`config.mk`:
```
export PLATFORM = sky130hd
export DESIGN_NAME = checksummed_frame_receiver_unit_flat
export DESIGN_NICKNAME = d
export VERILOG_FILES = /design/src/design/cfr_pkg.sv /design/src/design/cfr_if.sv /design/src/design/cfr_frame_core.sv /design/src/design/cfr_result_fifo.sv /design/src/design/checksummed_frame_receiver_unit.sv /design/src/flat_wrapper.sv
export SDC_FILE = /design/constraint.sdc
export NUM_CORES = 1
export LEC_CHECK = 0
export BUFFER_PORTS_ARGS = -buffer_cell sky130_fd_sc_hd__buf_2
export CORE_ASPECT_RATIO = 1.2
export CORE_MARGIN = 2
export CORE_UTILIZATION = 30
export CTS_CLUSTER_DIAMETER = 120
export DETAILED_ROUTE_END_ITERATION = 7
export HOLD_SLACK_MARGIN = 0.03
export PLACE_DENSITY = 0.53
export RECOVER_POWER = 100
export SLEW_MARGIN = 20
export SYNTH_ARGS = -nofsm -noshare
export SYNTH_HDL_FRONTEND = slang
export SYNTH_SLANG_ARGS = --single-unit
```
`constraint.sdc`:
```
create_clock -name clk -period 11.2 [get_ports clk]
set_clock_uncertainty 0.1 [all_clocks]
set_input_delay 0.56 -clock clk [delete_from_list [all_inputs] [get_ports clk]]
set_output_delay 0.56 -clock clk [all_outputs]
set_load 0.01 [all_outputs]
```
`src/design/cfr_pkg.sv`:
```
// ----------------------------------------------------------------------------
// cfr_pkg: shared types and constants of the checksummed frame receiver
// Holds the result layout, the status codes, the framing byte values and
// the checksum step used by the receive core.
// ----------------------------------------------------------------------------
package cfr_pkg;

  // Frame status codes carried in a status result.
  typedef enum logic [3:0] {
    ST_OK        = 4'd0,
    ST_ACK       = 4'd1,
    ST_PANEL     = 4'd2,
    ST_BAD_CHECK = 4'd3,
    ST_BAD_LEN   = 4'd4,
    ST_BUSY      = 4'd5,
    ST_BAD_FRAME = 4'd6,
    ST_SHORT     = 4'd7,
    ST_OVERFLOW  = 4'd8
  } status_t;

  // Result kinds.
  localparam logic KIND_PAYLOAD = 1'b0;
  localparam logic KIND_STATUS  = 1'b1;

  // Framing byte values.
  localparam logic [7:0] BYTE_FE     = 8'hFE;
  localparam logic [7:0] BYTE_F0     = 8'hF0;
  localparam logic [7:0] BYTE_CR     = 8'h0D;
  localparam logic [7:0] BYTE_EF     = 8'hEF;
  localparam logic [7:0] BYTE_FF     = 8'hFF;
  localparam logic [7:0] BYTE_ZERO   = 8'h00;
  localparam logic [7:0] BYTE_BUSY   = 8'd16;

  // Checksum seed and inversion mask.
  localparam logic [15:0] CHECK_SEED = 16'h147A;
  localparam logic [15:0] CHECK_MASK = 16'hFFFF;

  // Kept positions that matter to the frame layout.
  localparam int unsigned POS_FIRST_PAYLOAD  = 2;
  localparam int unsigned POS_SECOND_PAYLOAD = 3;
  localparam int unsigned POS_RELEASE        = 6;

  // Largest answer length that fits the result field.
  localparam logic [6:0] LEN_MAX = 7'd127;

  // Result queue geometry; the input side stalls while the queue cannot
  // absorb two more requests in flight, each of up to two results.
  localparam int unsigned FIFO_DEPTH = 8;
  localparam int unsigned FIFO_PTR_W = 3;
  localparam int unsigned FIFO_CNT_W = 4;
  localparam logic [FIFO_CNT_W-1:0] FIFO_ROOM_LIMIT = FIFO_CNT_W'(FIFO_DEPTH - 4);

  // One result item.
  typedef struct packed {
    logic       kind;
    logic [7:0] data_byte;
    status_t    frame_status;
    logic [7:0] panel_error_code;
    logic [6:0] answer_length;
    logic       last;
  } result_t;

  // Results produced by one processed byte, handed to the queue.
  typedef struct packed {
    logic    wr0;
    logic    wr1;
    result_t res0;
    result_t res1;
  } push_t;

  // One checksum step: rotate left, invert, add high byte and data byte.
  function automatic logic [15:0] check_update(input logic [15:0] c,
                                               input logic [7:0] b);
    logic [15:0] r;
    r = {c[14:0], c[15]} ^ CHECK_MASK;
    return r + {8'h00, r[15:8]} + {8'h00, b};
  endfunction

endpackage

```
`src/design/cfr_if.sv`:
```
// ----------------------------------------------------------------------------
// cfr_if: channel interfaces of the checksummed frame receiver
// rx_if carries received bytes in; res_if carries result items out.
// ----------------------------------------------------------------------------
interface rx_if;
  logic       valid;
  logic       ready;
  logic [7:0] rx_byte;
  logic       end_of_frame;

  modport source (output valid, output rx_byte, output end_of_frame, input ready);
  modport sink (input valid, input rx_byte, input end_of_frame, output ready);
endinterface

interface res_if;
  logic       valid;
  logic       ready;
  logic       kind;
  logic [7:0] data_byte;
  logic [3:0] frame_status;
  logic [7:0] panel_error_code;
  logic [6:0] answer_length;
  logic       last;

  modport source (output valid, output kind, output data_byte, output frame_status,
                  output panel_error_code, output answer_length, output last,
                  input ready);
  modport sink (input valid, input kind, input data_byte, input frame_status,
                input panel_error_code, input answer_length, input last,
                output ready);
endinterface

```
`src/design/cfr_frame_core.sv`:
```
// ----------------------------------------------------------------------------
// cfr_frame_core: unstuffing, delay line, checksum and frame checks
// Registers each accepted byte, then in the following cycle updates the
// frame state and forms the payload and status results for that byte.
// ----------------------------------------------------------------------------
module cfr_frame_core #(
  parameter int unsigned MAX_RAW_BYTES = 131
) (
  input  logic              clk,
  input  logic              rst,
  input  logic              in_accept,
  input  logic [7:0]        in_byte,
  input  logic              in_eof,
  input  logic              cfg_we,
  input  logic [6:0]        cfg_wdata,
  output cfr_pkg::push_t    push
);
  import cfr_pkg::*;

  localparam int unsigned CNT_W = $clog2(MAX_RAW_BYTES + 1);
  localparam int unsigned CMP_W = (CNT_W > 7) ? CNT_W : 7;
  localparam logic [CNT_W-1:0] CNT_MAX = CNT_W'(MAX_RAW_BYTES);

  // Input register.
  logic       hq_valid;
  logic [7:0] hq_byte;
  logic       hq_eof;

  // Frame state.
  logic [6:0]       expected_length;
  logic             prev_raw_was_fe;
  logic [CNT_W-1:0] raw_count;
  logic [CNT_W-1:0] kept_count;
  logic [7:0]       delay_bytes [4];
  logic [15:0]      running_check;
  logic [7:0]       first_byte;
  logic             prefix_good;
  logic [7:0]       first_payload;
  logic [7:0]       second_payload;

  // Updated values before the end-of-frame clear.
  logic             drop;
  logic             release_byte;
  logic [CNT_W-1:0] raw_count_next;
  logic [CNT_W-1:0] kept_count_next;
  logic [7:0]       delay_bytes_next [4];
  logic [15:0]      running_check_next;
  logic [7:0]       first_byte_next;
  logic             prefix_good_next;
  logic [7:0]       first_payload_next;
  logic [7:0]       second_payload_next;

  logic [CMP_W-1:0] pay;
  logic [6:0]       pay_sat;
  status_t          status;
  logic [7:0]       code;
  logic [6:0]       len;
  result_t          pay_res;
  result_t          stat_res;

  // Input register.
  always_ff @(posedge clk) begin
    if (rst) begin
      hq_valid <= 1'b0;
    end else begin
      hq_valid <= in_accept;
    end
    if (in_accept) begin
      hq_byte <= in_byte;
      hq_eof  <= in_eof;
    end
  end

  // Byte handling: unstuffing, counts, prefix capture, delay line and checksum.
  always_comb begin
    drop = prev_raw_was_fe && (hq_byte == BYTE_F0);
    raw_count_next = (raw_count < CNT_MAX) ? raw_count + CNT_W'(1) : raw_count;
    kept_count_next = kept_count;
    first_byte_next = first_byte;
    prefix_good_next = prefix_good;
    first_payload_next = first_payload;
    second_payload_next = second_payload;
    running_check_next = running_check;
    release_byte = 1'b0;
    for (int i = 0; i < 4; i++) begin
      delay_bytes_next[i] = delay_bytes[i];
    end
    if (!drop) begin
      if (kept_count == CNT_W'(0)) begin
        first_byte_next = hq_byte;
      end else if (kept_count == CNT_W'(1)) begin
        prefix_good_next = (first_byte == BYTE_FE) && (hq_byte == BYTE_FE);
      end
      if (kept_count == CNT_W'(POS_FIRST_PAYLOAD)) begin
        first_payload_next = hq_byte;
      end else if (kept_count == CNT_W'(POS_SECOND_PAYLOAD)) begin
        second_payload_next = hq_byte;
      end
      if (kept_count >= CNT_W'(POS_FIRST_PAYLOAD)) begin
        if (kept_count >= CNT_W'(POS_RELEASE)) begin
          release_byte = 1'b1;
          running_check_next = check_update(running_check, delay_bytes[0]);
        end
        delay_bytes_next[0] = delay_bytes[1];
        delay_bytes_next[1] = delay_bytes[2];
        delay_bytes_next[2] = delay_bytes[3];
        delay_bytes_next[3] = hq_byte;
      end
      if (kept_count < CNT_MAX) begin
        kept_count_next = kept_count + CNT_W'(1);
      end
    end
  end

  // Frame checks on the updated state, in order of precedence.
  always_comb begin
    pay = (kept_count_next > CNT_W'(POS_RELEASE)) ?
          CMP_W'(kept_count_next) - CMP_W'(POS_RELEASE) : '0;
    pay_sat = (pay > CMP_W'(LEN_MAX)) ? LEN_MAX : pay[6:0];
    code = BYTE_ZERO;
    len = 7'd0;
    if (raw_count_next >= CNT_MAX) begin
      status = ST_OVERFLOW;
    end else if (kept_count_next <= CNT_W'(POS_RELEASE)) begin
      status = ST_SHORT;
    end else if (!(prefix_good_next && delay_bytes_next[2] == BYTE_FE &&
                   delay_bytes_next[3] == BYTE_CR)) begin
      status = (first_byte_next == BYTE_BUSY) ? ST_BUSY : ST_BAD_FRAME;
    end else if (first_payload_next != BYTE_EF &&
                 pay != CMP_W'(expected_length)) begin
      status = ST_BAD_LEN;
      len = pay_sat;
    end else if (delay_bytes_next[0] != running_check_next[15:8] ||
                 delay_bytes_next[1] != running_check_next[7:0]) begin
      status = ST_BAD_CHECK;
      len = pay_sat;
    end else if (first_payload_next == BYTE_EF) begin
      if (second_payload_next == BYTE_ZERO || second_payload_next == BYTE_FF) begin
        status = ST_ACK;
      end else begin
        status = ST_PANEL;
        code = second_payload_next;
        len = pay_sat;
      end
    end else begin
      status = ST_OK;
      len = pay_sat;
    end
  end

  // Result forming: a released payload byte comes before the status.
  always_comb begin
    pay_res = '{kind: KIND_PAYLOAD, data_byte: delay_bytes[0], frame_status: ST_OK,
                panel_error_code: BYTE_ZERO, answer_length: 7'd0, last: !hq_eof};
    stat_res = '{kind: KIND_STATUS, data_byte: BYTE_ZERO, frame_status: status,
                 panel_error_code: code, answer_length: len, last: 1'b1};
    push.wr0 = hq_valid && (release_byte || hq_eof);
    push.wr1 = hq_valid && release_byte && hq_eof;
    push.res0 = release_byte ? pay_res : stat_res;
    push.res1 = stat_res;
  end

  // Configuration register.
  always_ff @(posedge clk) begin
    if (rst) begin
      expected_length <= 7'd0;
    end else if (cfg_we) begin
      expected_length <= cfg_wdata;
    end
  end

  // Frame state register; the end-of-frame byte returns it to reset values.
  always_ff @(posedge clk) begin
    if (rst || (hq_valid && hq_eof)) begin
      prev_raw_was_fe <= 1'b0;
      raw_count <= '0;
      kept_count <= '0;
      for (int i = 0; i < 4; i++) begin
        delay_bytes[i] <= BYTE_ZERO;
      end
      running_check <= CHECK_SEED;
      first_byte <= BYTE_ZERO;
      prefix_good <= 1'b0;
      first_payload <= BYTE_ZERO;
      second_payload <= BYTE_ZERO;
    end else if (hq_valid) begin
      prev_raw_was_fe <= (hq_byte == BYTE_FE);
      raw_count <= raw_count_next;
      kept_count <= kept_count_next;
      for (int i = 0; i < 4; i++) begin
        delay_bytes[i] <= delay_bytes_next[i];
      end
      running_check <= running_check_next;
      first_byte <= first_byte_next;
      prefix_good <= prefix_good_next;
      first_payload <= first_payload_next;
      second_payload <= second_payload_next;
    end
  end

endmodule

```
`src/design/cfr_result_fifo.sv`:
```
// ----------------------------------------------------------------------------
// cfr_result_fifo: result queue of the checksummed frame receiver
// Takes up to two results a cycle from the core and hands them out one per
// request on the result channel. Signals room for more input bytes.
// ----------------------------------------------------------------------------
module cfr_result_fifo (
  input  logic           clk,
  input  logic           rst,
  input  cfr_pkg::push_t push,
  output logic           room,
  res_if.source          res
);
  import cfr_pkg::*;

  result_t               mem [FIFO_DEPTH];
  logic [FIFO_PTR_W-1:0] head;
  logic [FIFO_PTR_W-1:0] tail;
  logic [FIFO_CNT_W-1:0] count;
  logic [FIFO_CNT_W-1:0] count_next;
  logic [FIFO_PTR_W-1:0] tail_next;
  logic                  pop;
  result_t               out_res;

  // Occupancy bookkeeping.
  always_comb begin
    pop = res.valid && res.ready;
    tail_next = tail + FIFO_PTR_W'(push.wr0) + FIFO_PTR_W'(push.wr1);
    count_next = count + FIFO_CNT_W'(push.wr0) + FIFO_CNT_W'(push.wr1) -
                 FIFO_CNT_W'(pop);
    room = (count <= FIFO_ROOM_LIMIT);
  end

  always_ff @(posedge clk) begin
    if (rst) begin
      head <= '0;
      tail <= '0;
      count <= '0;
    end else begin
      tail <= tail_next;
      count <= count_next;
      if (pop) begin
        head <= head + FIFO_PTR_W'(1);
      end
    end
  end

  // Storage writes: the second result goes to the slot after the first.
  always_ff @(posedge clk) begin
    if (push.wr0) begin
      mem[tail] <= push.res0;
    end
    if (push.wr1) begin
      mem[tail + FIFO_PTR_W'(1)] <= push.res1;
    end
  end

  // Head entry drives the result channel.
  always_comb begin
    out_res = mem[head];
    res.valid = (count != '0);
    res.kind = out_res.kind;
    res.data_byte = out_res.data_byte;
    res.frame_status = out_res.frame_status;
    res.panel_error_code = out_res.panel_error_code;
    res.answer_length = out_res.answer_length;
    res.last = out_res.last;
  end

endmodule

```
`src/design/checksummed_frame_receiver_unit.sv`:
```
// ----------------------------------------------------------------------------
// checksummed_frame_receiver_unit: top level of the frame receiver
// Unstuffs received bytes, releases payload bytes, checks a frame's
// framing, length and checksum, and reports one status per frame.
// ----------------------------------------------------------------------------
// The block accepts one received byte per clock cycle while the result queue
// has room. Each byte's work is a single pass between an input register and a
// result queue: the byte is held in the input register and its results are
// written into the queue, which offers them on the result channel. A byte
// gives at most two results (a released payload byte, then the status at
// frame end); the channel hands out one per cycle while the receiver is ready,
// so an end-of-frame byte that also releases a payload byte yields them in
// turn. The input stalls while the eight-entry queue holds over four results.
// Write expected_length only while no frame byte is in flight.
module checksummed_frame_receiver_unit #(
  parameter int unsigned MAX_RAW_BYTES = 131
) (
  input  logic       clk,
  input  logic       rst,
  rx_if.sink         rx,
  res_if.source      res,
  input  logic       cfg_we,
  input  logic [6:0] cfg_wdata
);
  import cfr_pkg::*;

  logic  room;
  logic  in_accept;
  push_t push;

  // Input handshake.
  assign rx.ready = room;
  assign in_accept = rx.valid && room;

  cfr_frame_core #(
    .MAX_RAW_BYTES(MAX_RAW_BYTES)
  ) u_core (
    .clk(clk),
    .rst(rst),
    .in_accept(in_accept),
    .in_byte(rx.rx_byte),
    .in_eof(rx.end_of_frame),
    .cfg_we(cfg_we),
    .cfg_wdata(cfg_wdata),
    .push(push)
  );

  cfr_result_fifo u_fifo (
    .clk(clk),
    .rst(rst),
    .push(push),
    .room(room),
    .res(res)
  );

endmodule
```
`src/flat_wrapper.sv`:
```
// flat-port wrapper written by rule: the top's interface ports become plain ports
module checksummed_frame_receiver_unit_flat import cfr_pkg::*;
#(
  parameter int unsigned MAX_RAW_BYTES = 131
)
  (clk, rst, cfg_we, cfg_wdata, rx_valid, rx_rx_byte, rx_end_of_frame, rx_ready, res_valid, res_kind, res_data_byte, res_frame_status, res_panel_error_code, res_answer_length, res_last, res_ready);
  rx_if rx_i ();
  res_if res_i ();
  input  logic clk;
  input  logic rst;
  input  logic cfg_we;
  input  logic [6:0] cfg_wdata;
  input wire logic [$bits(rx_i.valid)-1:0] rx_valid;
  input wire logic [$bits(rx_i.rx_byte)-1:0] rx_rx_byte;
  input wire logic [$bits(rx_i.end_of_frame)-1:0] rx_end_of_frame;
  output wire logic [$bits(rx_i.ready)-1:0] rx_ready;
  output wire logic [$bits(res_i.valid)-1:0] res_valid;
  output wire logic [$bits(res_i.kind)-1:0] res_kind;
  output wire logic [$bits(res_i.data_byte)-1:0] res_data_byte;
  output wire logic [$bits(res_i.frame_status)-1:0] res_frame_status;
  output wire logic [$bits(res_i.panel_error_code)-1:0] res_panel_error_code;
  output wire logic [$bits(res_i.answer_length)-1:0] res_answer_length;
  output wire logic [$bits(res_i.last)-1:0] res_last;
  input wire logic [$bits(res_i.ready)-1:0] res_ready;
  assign rx_i.valid = rx_valid;
  assign rx_i.rx_byte = rx_rx_byte;
  assign rx_i.end_of_frame = rx_end_of_frame;
  assign rx_ready = rx_i.ready;
  assign res_valid = res_i.valid;
  assign res_kind = res_i.kind;
  assign res_data_byte = res_i.data_byte;
  assign res_frame_status = res_i.frame_status;
  assign res_panel_error_code = res_i.panel_error_code;
  assign res_answer_length = res_i.answer_length;
  assign res_last = res_i.last;
  assign res_i.ready = res_ready;
  checksummed_frame_receiver_unit #(.MAX_RAW_BYTES(MAX_RAW_BYTES)) u_core (.clk(clk), .rst(rst), .rx(rx_i), .res(res_i), .cfg_we(cfg_we), .cfg_wdata(cfg_wdata));
endmodule
```
==> metrics.md, run 1 <==
| Metric | Value |
|---|---|
| PD cells | 168 nW/µm² |
| Final Setup Violations | 0 |
| CP Launch Type | flip-flop |
| Placed cell area | 18400 µm² |
| Num rows | 96 |
| DRT Wirelength | 48300 µm |
| Antenna violations before repair | 0 |
| Die width | 224 µm |
| CTS Root Buffer Type | clkbuf_16 |
| Violations in the final reports | max-capacitance violations, max-slew violations |
| Drt drc | 0 |
| Area contributors post-synth | edfxtp_1 (33%), dfxtp_1 (18%), mux4_2 (7.5%), nor2_1 (6.7%), a21oi_1 (3.5%) |
| Max IR drop VDD | 96.7 µV |
| Max FO, Critical Path | 72 |
| # Max-Cap Violations | 9 |
| Slew Viols, Final | 246 |
| Hold Path Class | in -> reg |
| CTS buffer count | 37 |
| Die ar. | 60000 µm² |
| DP Wirelength | 32100 µm |
| Main flop type after synthesis | edfxtp_1 |
| I/O pins | 52 |
| GRT Total Usage | 15.9% |
| Register clock-pin slew on the reported worst setup and hold paths | 0.06 ns |
| Cells after synthesis | 1643 |
| Mapped cell area | 17400 µm² |
| Crit path DAT | 6.68 ns |
| IO buf count | 51 |
| Leakage power | 6.58 nW |
| Warnings, synthesis | 0 |
| Relative slew slack | -167% |
| Nets | 1709 |
| Critical path endpoint category | flip-flop |
| CTS HTree Levels | 2 |
| Fmax | 153 MHz |
| Reg2Reg Depth | 11 |
| Final Hold Violating Endpoints | 0 |
| WS Path Type | reg -> reg |
| Gpl congestion | 0.860 |
| Die height | 268 µm |
| Initial Util | 30.4% |
| Tmin final | 6.52 ns |
| Hold path cells | 1 |
| Area Overhead vs Synth | 11.3% |
| RSZ-0062 raised after global routing | no |
| Setup_tns | 0 ns |
| Required time worst endpoint | 11.36 ns |
| Drt first-iter violations | 916 |
| Total number of vias | 12746 |
| # hold bufs at CTS | 0 |
| Vias in the first global route | 12741 |
| Distinct cells, synth | 82 |
| Layout cell share with drive strength beyond 1 | 11.3% |
| DRT antenna net count | 0 |
| Number of synthesized flops with an enable pin | 193 |
| Clock Tree Buf Depth | 3 |
| Routed WL per cell | 20.0 µm |
| Cts repair resizes | 0 |
| Finished layout cell area | 19400 µm² |
| Power Total | 3.25 mW |
| Final Cycle Share | 58.2% |
| Setup Buffers After CTS | 0 |
| Slew at the pin with the worst max-slew slack | 4.01 ns |
| Synth cell count leaders | nor2_1 (312), edfxtp_1 (193), dfxtp_1 (159), nand2_1 (140), a21oi_1 (121) |
| Drt first pass iters | 5 |
| Routed vias/inst | 5.28 |
| First-pass GRT wire length | 74600 µm |
| Total nets after synthesis | 1698 |
| Grt ovf | 0 |
| Worst R2R Setup Slack | 4.68 ns |
| Count leader, synth | nor2_1 |
| CTS sink count | 352 |
| CTS tree | yes |
| Largest net degree at the start of global routing | 73 |
| Count of state elements after synthesis | 352 |
| Core Region | 57300 µm² |
| Syn avg cell area | 10.6 µm² |
| Yosys top cell area share | 33.3% |
| Ant. Diodes | 0 |
| Sequential fraction of the synthesis area | 51.6% |
| Worst-skew pair later-pin latency | 0.55 ns |
| Fraction of registers with async set/reset | 0% |
| Synth area leader | edfxtp_1 |
| Status | finished, violations left |
-- power breakdown --
part / leakage, nW / total (mW) / switching [mW] / internal [mW]
clock network: 0.571 / 1.19 / 0.519 / 0.675
registers: 2.99 / 1.49 / 0.0740 / 1.42
logic: 3.02 / 0.567 / 0.311 / 0.256
total: 6.58 / 3.25 / 0.904 / 2.35
-- state kept, by name, indices dropped and copies added, names as in the netlist, 8 cells and up, named ones only --
register,flops
u_core.u_core.delay_bytes,32
u_core.u_core.first_byte,8
u_core.u_core.first_payload,8
u_core.u_core.hq_byte,8
u_core.u_core.kept_count,8
u_core.u_core.raw_count,8
u_core.u_core.running_check,16
u_core.u_core.second_payload,8
u_core.u_fifo.mem,232
-- placed cells by master, fill, tap and decap left out, types with 38 or more instances in the layout --
cell type  Yosys  layout
nor2_1       312     314
edfxtp_1     193     193
dfxtp_1      159     157
nand2_1      140     138
a21oi_1      121     121
nor4_1        75      75
mux4_2        58      58
o21ai_0       52      55
clkbuf_1      80      50
clkbuf_16      0      38
-- per-layer routing --
layer / wire length (µm) / up-vias / part of all wire (%) / track usage, %
li1: - / 6060 / - / -
met1: 20300 / 6292 / 42 / 19.6
met2: 24500 / 315 / 51 / 28.8
met3: 2070 / 79 / 4.3 / 2.13
met4: 1370 / 0 / 2.8 / 5.30
met5: 0 / - / 0 / 0
-- per-stage QoR --
step	std cells	hold WS, ns	utilization (%)	setup WS [ns]
finish	2415	0.0994	33.8	4.68
global route	2415	0.0796	33.8	4.18
CTS	2415	0.0757	34.1	5.68
detailed placement	2350	0.334	32.1	5.69
global placement	2350	0.328	32.1	5.85
floorplan	1643	0.318	-	6.83
-- path summary, 6_finish.rpt --
kind                                      endpoint                             startpoint
max             u_core.u_fifo.mem[5][16]$_DFFE_PP_     u_core.u_core.hq_byte[4]$_DFFE_PP_
min             u_core.u_core.hq_byte[3]$_DFFE_PP_                          rx_rx_byte[3]
max reg2reg     u_core.u_fifo.mem[5][16]$_DFFE_PP_     u_core.u_core.hq_byte[4]$_DFFE_PP_
min reg2reg  u_core.u_fifo.mem[5][28]$_SDFFE_PP1P_  u_core.u_fifo.mem[5][28]$_SDFFE_PP1P_
-- cell type report --
class / count / area, µm²
sequential: 352 / 8980
fill: 5704 / 37900
clock buffer: 51 / 1030
timing repair buffer: 79 / 363
multi-input combinational: 1148 / 7830
tap: 735 / 920
clock inverter: 14 / 121
inverter: 36 / 135
-- kinds of logic after synthesis --
logic type	share of synthesized area (%)
simple gates	16.8
flops	51.6
compound gates	11.4
buf+inv	3.41
mux	11.4
xor+xnor	2.49
fa+ha+maj	2.96
-- worst max-delay path: stages (launching register included) --
cell and delay, ns:
edfxtp_1 0.59, nor2b_1 0.31, and3_1 0.35, nor2_1 1.76
mux2i_1 0.55, a311oi_1 0.41, o2111ai_1 0.14, nor4_1 0.56
nand2_2 0.07, buf_4 0.35, a221oi_1 0.88, nor2_1 0.12
(Power assumes the default switching activity.)
==> run 2: changes to the inputs <==
--- a/config.mk
+++ b/config.mk
@@ -5,6 +5,7 @@
 export SDC_FILE = /design/constraint.sdc
 export NUM_CORES = 1
 export LEC_CHECK = 0
+export ABC_AREA = 1
 export BUFFER_PORTS_ARGS = -buffer_cell sky130_fd_sc_hd__buf_2
 export CORE_ASPECT_RATIO = 1.2
 export CORE_MARGIN = 2
==> constraint.sdc (replaced) <==
create_clock -name clk -period 6 [get_ports clk]
set_clock_uncertainty 0.1 [all_clocks]
set_input_delay 0.3 -clock clk [delete_from_list [all_inputs] [get_ports clk]]
set_output_delay 0.3 -clock clk [all_outputs]
set_load 0.01 [all_outputs]
==> run 2 against run 1 <==
Worst hold slack worse by 0.015 ns. Cell count up 24%. Combinational power rose to 2.8 times the previous value. Area after synthesis up 6.0%. Sequential cell count unchanged. Clock power up 100%. First-iteration DRC count up 4.0%. Largest cell class unchanged. Critical path type unchanged. Power up 110%. Final area up 4.4%. Non-clock buffer count up 21. Highest routed layer unchanged. Worst setup slack worse by 3.9 ns. The flow still finishes with violations (max-capacitance violations, max-slew violations).
==> metrics.md, run 2 <==
| Metric | Value |
|---|---|
| Ant. Diodes | 0 (unchanged) |
| Hold Path Class | in -> reg (unchanged) |
| Nets | 2212 (was 1709) |
| GRT Total Usage | 15.9% (about the same) |
| First-pass GRT wire length | 80300 µm (was 74600 µm) |
| Slew at the pin with the worst max-slew slack | 3.61 ns (was 4.01 ns) |
| Fraction of registers with async set/reset | 0% (unchanged) |
| CTS tree | yes (unchanged) |
| # Max-Cap Violations | 6 (was 9) |
| Main flop type after synthesis | edfxtp_1 (unchanged) |
| Routed WL per cell | 17.0 µm (was 20.0 µm) |
| Max FO, Critical Path | 23 (was 72) |
| Number of synthesized flops with an enable pin | 193 (unchanged) |
| Distinct cells, synth | 59 (was 82) |
| DRT antenna net count | 0 (unchanged) |
| Switch Pwr | 2.23 mW (was 904 µW) |
| Total nets after synthesis | 2187 (was 1698) |
| Layout cell share with drive strength beyond 1 | 10.1% (was 11.3%) |
| Gpl congestion | 0.857 (was 0.860) |
| CTS sink count | 352 (unchanged) |
| Commonest cells after routing, fill and taps aside | nor2_1 (365), nand2_1 (277), o21ai_0 (246) (was nor2_1 (314), edfxtp_1 (193), dfxtp_1 (157)) |
| Register clock-pin slew on the reported worst setup and hold paths | 0.06 ns (about the same) |
| Synth area leader | edfxtp_1 (unchanged) |
| Commonest non-fill, non-tap cell in the layout | nor2_1 (unchanged) |
| Grt ovf | 0 (unchanged) |
| Layout fillers | 6320 (was 5704) |
| Violations in the final reports | max-capacitance violations, max-slew violations (unchanged) |
| Clock network power share | 35.4% (was 36.7%) |
| Count of state elements after synthesis | 352 (unchanged) |
| PD cells | 338 nW/µm² (was 168 nW/µm²) |
| Tmin final | 5.18 ns (was 6.52 ns) |
| Max reg flops | 232 (unchanged) |
| Internal power | 4.61 mW (was 2.35 mW) |
| Routed vias/inst | 4.88 (was 5.28) |
| DP Wirelength | 33500 µm (was 32100 µm) |
| Sequential power share | 41.9% (was 45.9%) |
| Drt drc | 0 (unchanged) |
| Area Overhead vs Synth | 9.66% (was 11.3%) |
| Vias in the first global route | 14176 (was 12741) |
| Die ar. | 63500 µm² (was 60000 µm²) |
| Largest net degree at the start of global routing | 97 (was 73) |
| Register with the most flip-flops | u_core.u_fifo.mem (unchanged) |
| Non-filler cells, final | 2998 (was 2415) |
| Warnings, synthesis | 0 (unchanged) |
| Fmax | 193 MHz (was 153 MHz) |
| Total number of vias | 14622 (was 12746) |
| Mapped cell area | 18500 µm² (was 17400 µm²) |
| IO buf count | 51 (unchanged) |
| CP Launch Type | flip-flop (unchanged) |
| Net Sw Frac | 32.6% (was 27.8%) |
| Final Cycle Share | 86.4% (was 58.2%) |
| Cells after synthesis | 2132 (was 1643) |
| Reg area | 8980 µm² (unchanged) |
| Synth cell count leaders | nor2_1 (349), nand2_1 (276), o21ai_0 (245), inv_1 (209), edfxtp_1 (193) (was nor2_1 (312), edfxtp_1 (193), dfxtp_1 (159), nand2_1 (140), a21oi_1 (121)) |
| Clock Tree Buf Depth | 3 (unchanged) |
| Gate power share | 22.7% (was 17.4%) |
| Required time worst endpoint | 6.18 ns (was 11.36 ns) |
| WS Path Type | reg -> reg (unchanged) |
| Slew Viols, Final | 318 (was 246) |
| Die height | 276 µm (was 268 µm) |
| Ordered list of cells on the worst path | nand2_1 -> nor2_1 -> nand3_1 -> nand2_1 -> inv_1 -> o21ai_0 -> nor3_2 -> clkbuf_1 -> a21oi_2 -> clkbuf_1 -> nor3_1 (was nor2b_1 -> and3_1 -> nor2_1 -> mux2i_1 -> a311oi_1 -> o2111ai_1 -> nor4_1 -> nand2_2 -> buf_4 -> a221oi_1 -> nor2_1) |
| Cts repair resizes | 0 (unchanged) |
| CTS Root Buffer Type | clkbuf_16 (unchanged) |
| Final Hold Violating Endpoints | 0 (unchanged) |
| Regs by FF count | u_core.u_fifo.mem x232, u_core.u_core.delay_bytes x32, u_core.u_core.running_check x16 (unchanged) |
| Worst-skew pair later-pin latency | 0.60 ns (was 0.55 ns) |
| Num rows | 99 (was 96) |
| Antenna violations before repair | 0 (unchanged) |
| CTS HTree Levels | 2 (unchanged) |
| Yosys top cell area share | 31.4% (was 33.3%) |
| Leakage power | 8.03 nW (was 6.58 nW) |
| Area of the multi-input gates | 7550 µm² (was 7830 µm²) |
| Drt first pass iters | 6 (was 5) |
| Initial Util | 30.3% (was 30.4%) |
| Count leader, synth | nor2_1 (unchanged) |
| DRT Wirelength | 51000 µm (was 48300 µm) |
| Drt first-iter violations | 953 (was 916) |
| I/O pins | 52 (unchanged) |
| Sequential fraction of the synthesis area | 48.7% (was 51.6%) |
| Area contributors post-synth | edfxtp_1 (31%), dfxtp_1 (17%), nor2_1 (7.1%), o21ai_0 (6.6%), nand2_1 (5.6%) (was edfxtp_1 (33%), dfxtp_1 (18%), mux4_2 (7.5%), nor2_1 (6.7%), a21oi_1 (3.5%)) |
| CTS buffer count | 41 (was 37) |
| Max IR drop VDD | 172 µV (was 96.7 µV) |
| Die width | 230 µm (was 224 µm) |
| Status | finished, violations left (unchanged) |
| Dpl cells | 2904 (was 2350) |
| RSZ-0062 raised after global routing | no (unchanged) |
| Critical path endpoint category | flip-flop (unchanged) |
| Final Setup Violations | 0 (unchanged) |
| Setup_tns | 0 ns (unchanged) |
| Syn avg cell area | 8.66 µm² (was 10.6 µm²) |
| Relative slew slack | -141% (was -167%) |
| CP peak stage delay | 1.20 ns (was 1.76 ns) |
| Worst path slowest cell | clkbuf_1 (was nor2_1) |
| Core Region | 60800 µm² (was 57300 µm²) |
| Crit path DAT | 5.36 ns (was 6.68 ns) |
## run 2: cell count changes after synthesis, sizes merged, moves of 27 or more
cell | before | now
nand3 | 26 | 60
nor3 | 10 | 81
mux2i | 29 | 2
o21ai | 63 | 257
o22ai | 3 | 63
inv | 36 | 217
nor2 | 315 | 418
mux2 | 34 | 0
nand2 | 141 | 290
mux4 | 58 | 0
nor4 | 75 | 3
## run 2: final timing paths
| path | start | endpoint | slack [ns] | cells past startpoint |
|---|---|---|---|---|
| hold / removal | cfg_we | u_core.u_core.expected_length[1]$_SDFFE_PP0P_ | 0.08 | 4 |
| setup / recovery | u_core.u_core.hq_byte[7]$_DFFE_PP_ | u_core.u_fifo.mem[2][8]$_DFFE_PP_ | 0.82 | 11 |
| hold reg to reg | u_core.u_fifo.mem[4][23]$_SDFFE_PP0P_ | u_core.u_fifo.mem[4][23]$_SDFFE_PP0P_ | 0.35 | 2 |
| setup reg to reg | u_core.u_core.hq_byte[7]$_DFFE_PP_ | u_core.u_fifo.mem[2][8]$_DFFE_PP_ | 0.82 | 11 |
## run 2: kinds of logic after synthesis
| family | synth area share (%) |
|---|---|
| simple gates | 24.7 |
| compound gates | 14.5 |
| flops | 48.7 |
| buf+inv | 8.17 |
| fa+ha+maj | 2.79 |
| xor+xnor | 0.997 |
| mux | 0.108 |
## run 2: power groups by stage
stage | Sequential (mW) | Clock (mW) | Combinational, mW
finish | 2.86 | 2.42 | 1.56
CTS | 2.86 | 2.48 | 1.61
global placement | 2.91 | 0 | 1.57
detailed placement | 2.91 | 0 | 1.59
floorplan | 2.85 | 0 | 1.12
global route | 2.88 | 2.58 | 1.77
## run 2: final cells by class
| type | instances | share of cell area [%] |
|---|---|---|
| Multi-Input combinational cell | 1440 | 37.3 |
| Sequential cell | 352 | 44.4 |
| Tap cell | 808 | 5.00 |
| Inverter | 222 | 4.13 |
| Clock buffer | 54 | 5.48 |
| Clock inverter | 22 | 0.897 |
| Timing Repair Buffer | 100 | 2.79 |
## run 2: per-stage QoR
step | total power, mW | util [%] | instance area (µm²) | hold slack, ns | setup WS [ns]
after floorplan | 3.97 | - | 18500 | 0.299 | 2.01
after global placement | 4.48 | 31.8 | 19300 | 0.336 | 1.23
after detailed placement | 4.51 | 31.8 | 19300 | 0.341 | 1.18
after global routing | 7.23 | 33.3 | 20200 | 0.0882 | 0.412
final | 6.84 | 33.3 | 20200 | 0.0847 | 0.816
after CTS | 6.95 | 34.2 | 20800 | 0.0481 | 1.19
## run 2: worst max-delay path, delay by kind of cell (launching register included)
family	cells	cell delay, ns
compound gates	2	1.01
buf+inv	3	1.83
flops	1	0.52
simple gates	6	1.37
## run 2: what timing repair did
action | in CTS | in global routing
buffers inserted | 0 | 0
hold buffers | 18 | 0
hold endpoints to repair | 17 | 0
## run 2: per-layer routing
| layer | vias up | share of wire (%) | global-route usage, % |
|---|---|---|---|
| li1 | 7242 | - | - |
| met1 | 7039 | 45 | 20.5 |
| met2 | 266 | 49 | 27.7 |
| met3 | 75 | 3.6 | 2.08 |
| met4 | 0 | 2.7 | 5.09 |
| met5 | - | 0 | 0 |
==> run 3: changes to the inputs <==
--- a/config.mk
+++ b/config.mk
@@ -14,7 +14,8 @@
 export DETAILED_ROUTE_END_ITERATION = 7
 export HOLD_SLACK_MARGIN = 0.03
 export PLACE_DENSITY = 0.53
-export RECOVER_POWER = 100
+export RECOVER_POWER = 25
+export SETUP_SLACK_MARGIN = 0.15
 export SLEW_MARGIN = 20
 export SYNTH_ARGS = -nofsm -noshare
 export SYNTH_HDL_FRONTEND = slang
==> run 3 against run 2 <==
Power up 0.30%. Maximum frequency up 7.1%. Sequential cell count unchanged. Critical path type unchanged. Clock power about the same. Via count up 0.20%. The run still ends with max-capacitance violations, max-slew violations left.
==> metrics.md, run 3 (synthesized netlist as in run 2, its figures left out) <==
| Metric | Value |
|---|---|
| Status | finished, violations left (unchanged) |
| Die width | 230 µm (unchanged) |
| Register with the most flip-flops | u_core.u_fifo.mem (unchanged) |
| Nets | 2212 (unchanged) |
| IO buf count | 51 (unchanged) |
| CTS Root Buffer Type | clkbuf_16 (unchanged) |
| CP Launch Type | flip-flop (unchanged) |
| GRT Total Usage | 15.9% (unchanged) |
| Commonest non-fill, non-tap cell in the layout | nor2_1 (unchanged) |
| Die height | 276 µm (unchanged) |
| PD cells | 331 nW/µm² (was 338 nW/µm²) |
| Vias in the first global route | 14176 (unchanged) |
| WS Path Type | reg -> reg (unchanged) |
| CTS tree | yes (unchanged) |
| Fmax | 207 MHz (was 193 MHz) |
| Slew Viols, Final | 140 (was 318) |
| Setup_tns | 0 ns (unchanged) |
| Num rows | 99 (unchanged) |
| Total number of vias | 14651 (was 14622) |
| Violations in the final reports | max-capacitance violations, max-slew violations (unchanged) |
| Gpl congestion | 0.857 (unchanged) |
| Critical path endpoint category | flip-flop (unchanged) |
| Slew at the pin with the worst max-slew slack | 3.64 ns (was 3.61 ns) |
| I/O pins | 52 (unchanged) |
| Drt drc | 0 (unchanged) |
| DRT Wirelength | 50900 µm (was 51000 µm) |
| Largest net degree at the start of global routing | 97 (unchanged) |
| Final Cycle Share | 80.7% (was 86.4%) |
| Drt first-iter violations | 1010 (was 953) |
| Power Total | 6.86 mW (was 6.84 mW) |
| Max IR drop VDD | 172 µV (about the same) |
| Worst-skew pair later-pin latency | 0.60 ns (about the same) |
| CTS sink count | 352 (unchanged) |
| Final Setup Violations | 0 (unchanged) |
| Reg area | 8980 µm² (unchanged) |
| Routed WL per cell | 17.0 µm (about the same) |
| Placed cell area | 19300 µm² (unchanged) |
| DP Wirelength | 33500 µm (unchanged) |
| Die ar. | 63500 µm² (unchanged) |
| Area of the multi-input gates | 7980 µm² (was 7550 µm²) |
| Core Region | 60800 µm² (unchanged) |
| Tmin final | 4.84 ns (was 5.18 ns) |
| Relative slew slack | -143% (was -141%) |
| DRT antenna net count | 0 (unchanged) |
| Layout fillers | 6241 (was 6320) |
| Ant. Diodes | 0 (unchanged) |
| Leakage power | 8.15 nW (was 8.03 nW) |
| Hold Path Class | in -> reg (unchanged) |
| Ordered list of cells on the worst path | inv_1 -> fa_1 -> ha_1 -> inv_1 -> fa_1 -> o21ai_0 -> nand2_1 -> nand2_1 -> nand2_1 -> o21ai_0 -> nand2_1 -> nand2_1 -> nand2_1 -> nand2_1 -> nand2_1 -> nand2_1 -> nor2_1 -> and3_1 -> nand3b_1 -> buf_4 -> nor3_2 (was nand2_1 -> nor2_1 -> nand3_1 -> nand2_1 -> inv_1 -> o21ai_0 -> nor3_2 -> clkbuf_1 -> a21oi_2 -> clkbuf_1 -> nor3_1) |
| First-pass GRT wire length | 80300 µm (unchanged) |
| Worst path slowest cell | buf_4 (was clkbuf_1) |
| Required time worst endpoint | 6.21 ns (was 6.18 ns) |
| Start of the worst register-to-register path | u_core.u_core.running_check[8]$_SDFFE_PP0P_ (was u_core.u_core.hq_byte[7]$_DFFE_PP_) |
| Finished layout cell area | 20800 µm² (was 20200 µm²) |
| Pre-CTS setup slack | 1.18 ns (unchanged) |
| Area Overhead vs Synth | 12.5% (was 9.66%) |
| CTS HTree Levels | 2 (unchanged) |
| Clock Tree Buf Depth | 3 (unchanged) |
| Max FO, Critical Path | 64 (was 23) |
| Final Hold Violating Endpoints | 0 (unchanged) |
| CTS buffer count | 41 (unchanged) |
| RSZ-0062 raised after global routing | no (unchanged) |
| Initial Util | 30.3% (unchanged) |
| # Max-Cap Violations | 2 (was 6) |
| Routed vias/inst | 4.89 (was 4.88) |
| Drt first pass iters | 5 (was 6) |
| Layout cell share with drive strength beyond 1 | 15.8% (was 10.1%) |
| Worst Hold Launch | cfg_we (unchanged) |
| Commonest cells after routing, fill and taps aside | nor2_1 (349), nand2_1 (276), o21ai_0 (245) (was nor2_1 (365), nand2_1 (277), o21ai_0 (246)) |
| Grt ovf | 0 (unchanged) |
| Antenna violations before repair | 0 (unchanged) |
| Crit path DAT | 5.05 ns (was 5.36 ns) |
| Hold Worst Slack | 0.0846 ns (was 0.0847 ns) |
| CP peak stage delay | 0.78 ns (was 1.20 ns) |
| CP most frequent cell | nand2_1 |
| Setup ws final | 1.16 ns (was 0.816 ns) |
| Max reg flops | 232 (unchanged) |
| Register clock-pin slew on the reported worst setup and hold paths | 0.07 ns (was 0.06 ns) |
| Critical Path Start | u_core.u_core.running_check[8]$_SDFFE_PP0P_ (was u_core.u_core.hq_byte[7]$_DFFE_PP_) |
| Regs by FF count | u_core.u_fifo.mem x232, u_core.u_core.delay_bytes x32, u_core.u_core.running_check x16 (unchanged) |
run 3: changes by cell type in the layout (fill, tap and decap cells not counted), moves of 6 or more:
cell	change
clkbuf_2	-6
nand3_4	+7
nand3_1	-7
clkbuf_1	-36
nor3_1	-56
buf_4	+19
buf_2	+24
nor3_2	+56
nor2_1	-16
nor2_2	+16
run 3: what timing repair did:
item / in CTS / in global routing
endpoints found under the hold margin: 17 / 0
setup endpoints to repair: 0 / 0
hold buffers: 18 / 0
gates resized for setup: 0 / 0
buffers inserted: 0 / 0
run 3: power by group:
group	internal, mW	total, mW	switching [mW]
Combinational	0.532	1.57	1.04
Sequential	2.74	2.87	0.129
Clock	1.36	2.42	1.06
Total	4.63	6.86	2.23
run 3: layout make-up:
type                    count  share of cell area, %
clock buffers              54                   5.34
clock inverters            22                  0.874
inverters                 222                   4.03
multi-input cells        1440                   38.4
flip-flops and latches    352                   43.3
well taps                 808                   4.87
repair buffers            100                   3.15
run 3: final timing paths:
path,endpoint,slack (ns),cells after the start
worst max-delay path,u_core.u_fifo.mem[2][15]$_DFFE_PP_,1.16,21
worst min-delay path,u_core.u_core.expected_length[1]$_SDFFE_PP0P_,0.08,4
worst max register to register,u_core.u_fifo.mem[2][15]$_DFFE_PP_,1.16,21
worst min register to register,u_core.u_fifo.mem[4][23]$_SDFFE_PP0P_,0.35,2
run 3: metal layers:
layer	up-vias	GRT usage, %	share of wire [%]
met5	-	0	0
met4	0	5.09	2.8
met3	79	2.08	3.6
met2	278	27.7	49
met1	7051	20.5	45
li1	7243	-	-
run 3: stage by stage:
stage,std cells,utilization [%]
after floorplan,2132,-
after global placement,2904,31.8
after detailed placement,2904,31.8
after CTS,2998,34.2
after global routing,2998,34.1
final,2998,34.1
run 3: worst max-delay path: cells and delay by family (launching register included):
kind	cells	cell delay [ns]
simple gates	13	1.22
fa+ha+maj	3	1.15
buf+inv	3	0.99
compound gates	2	0.57
flops	1	0.44
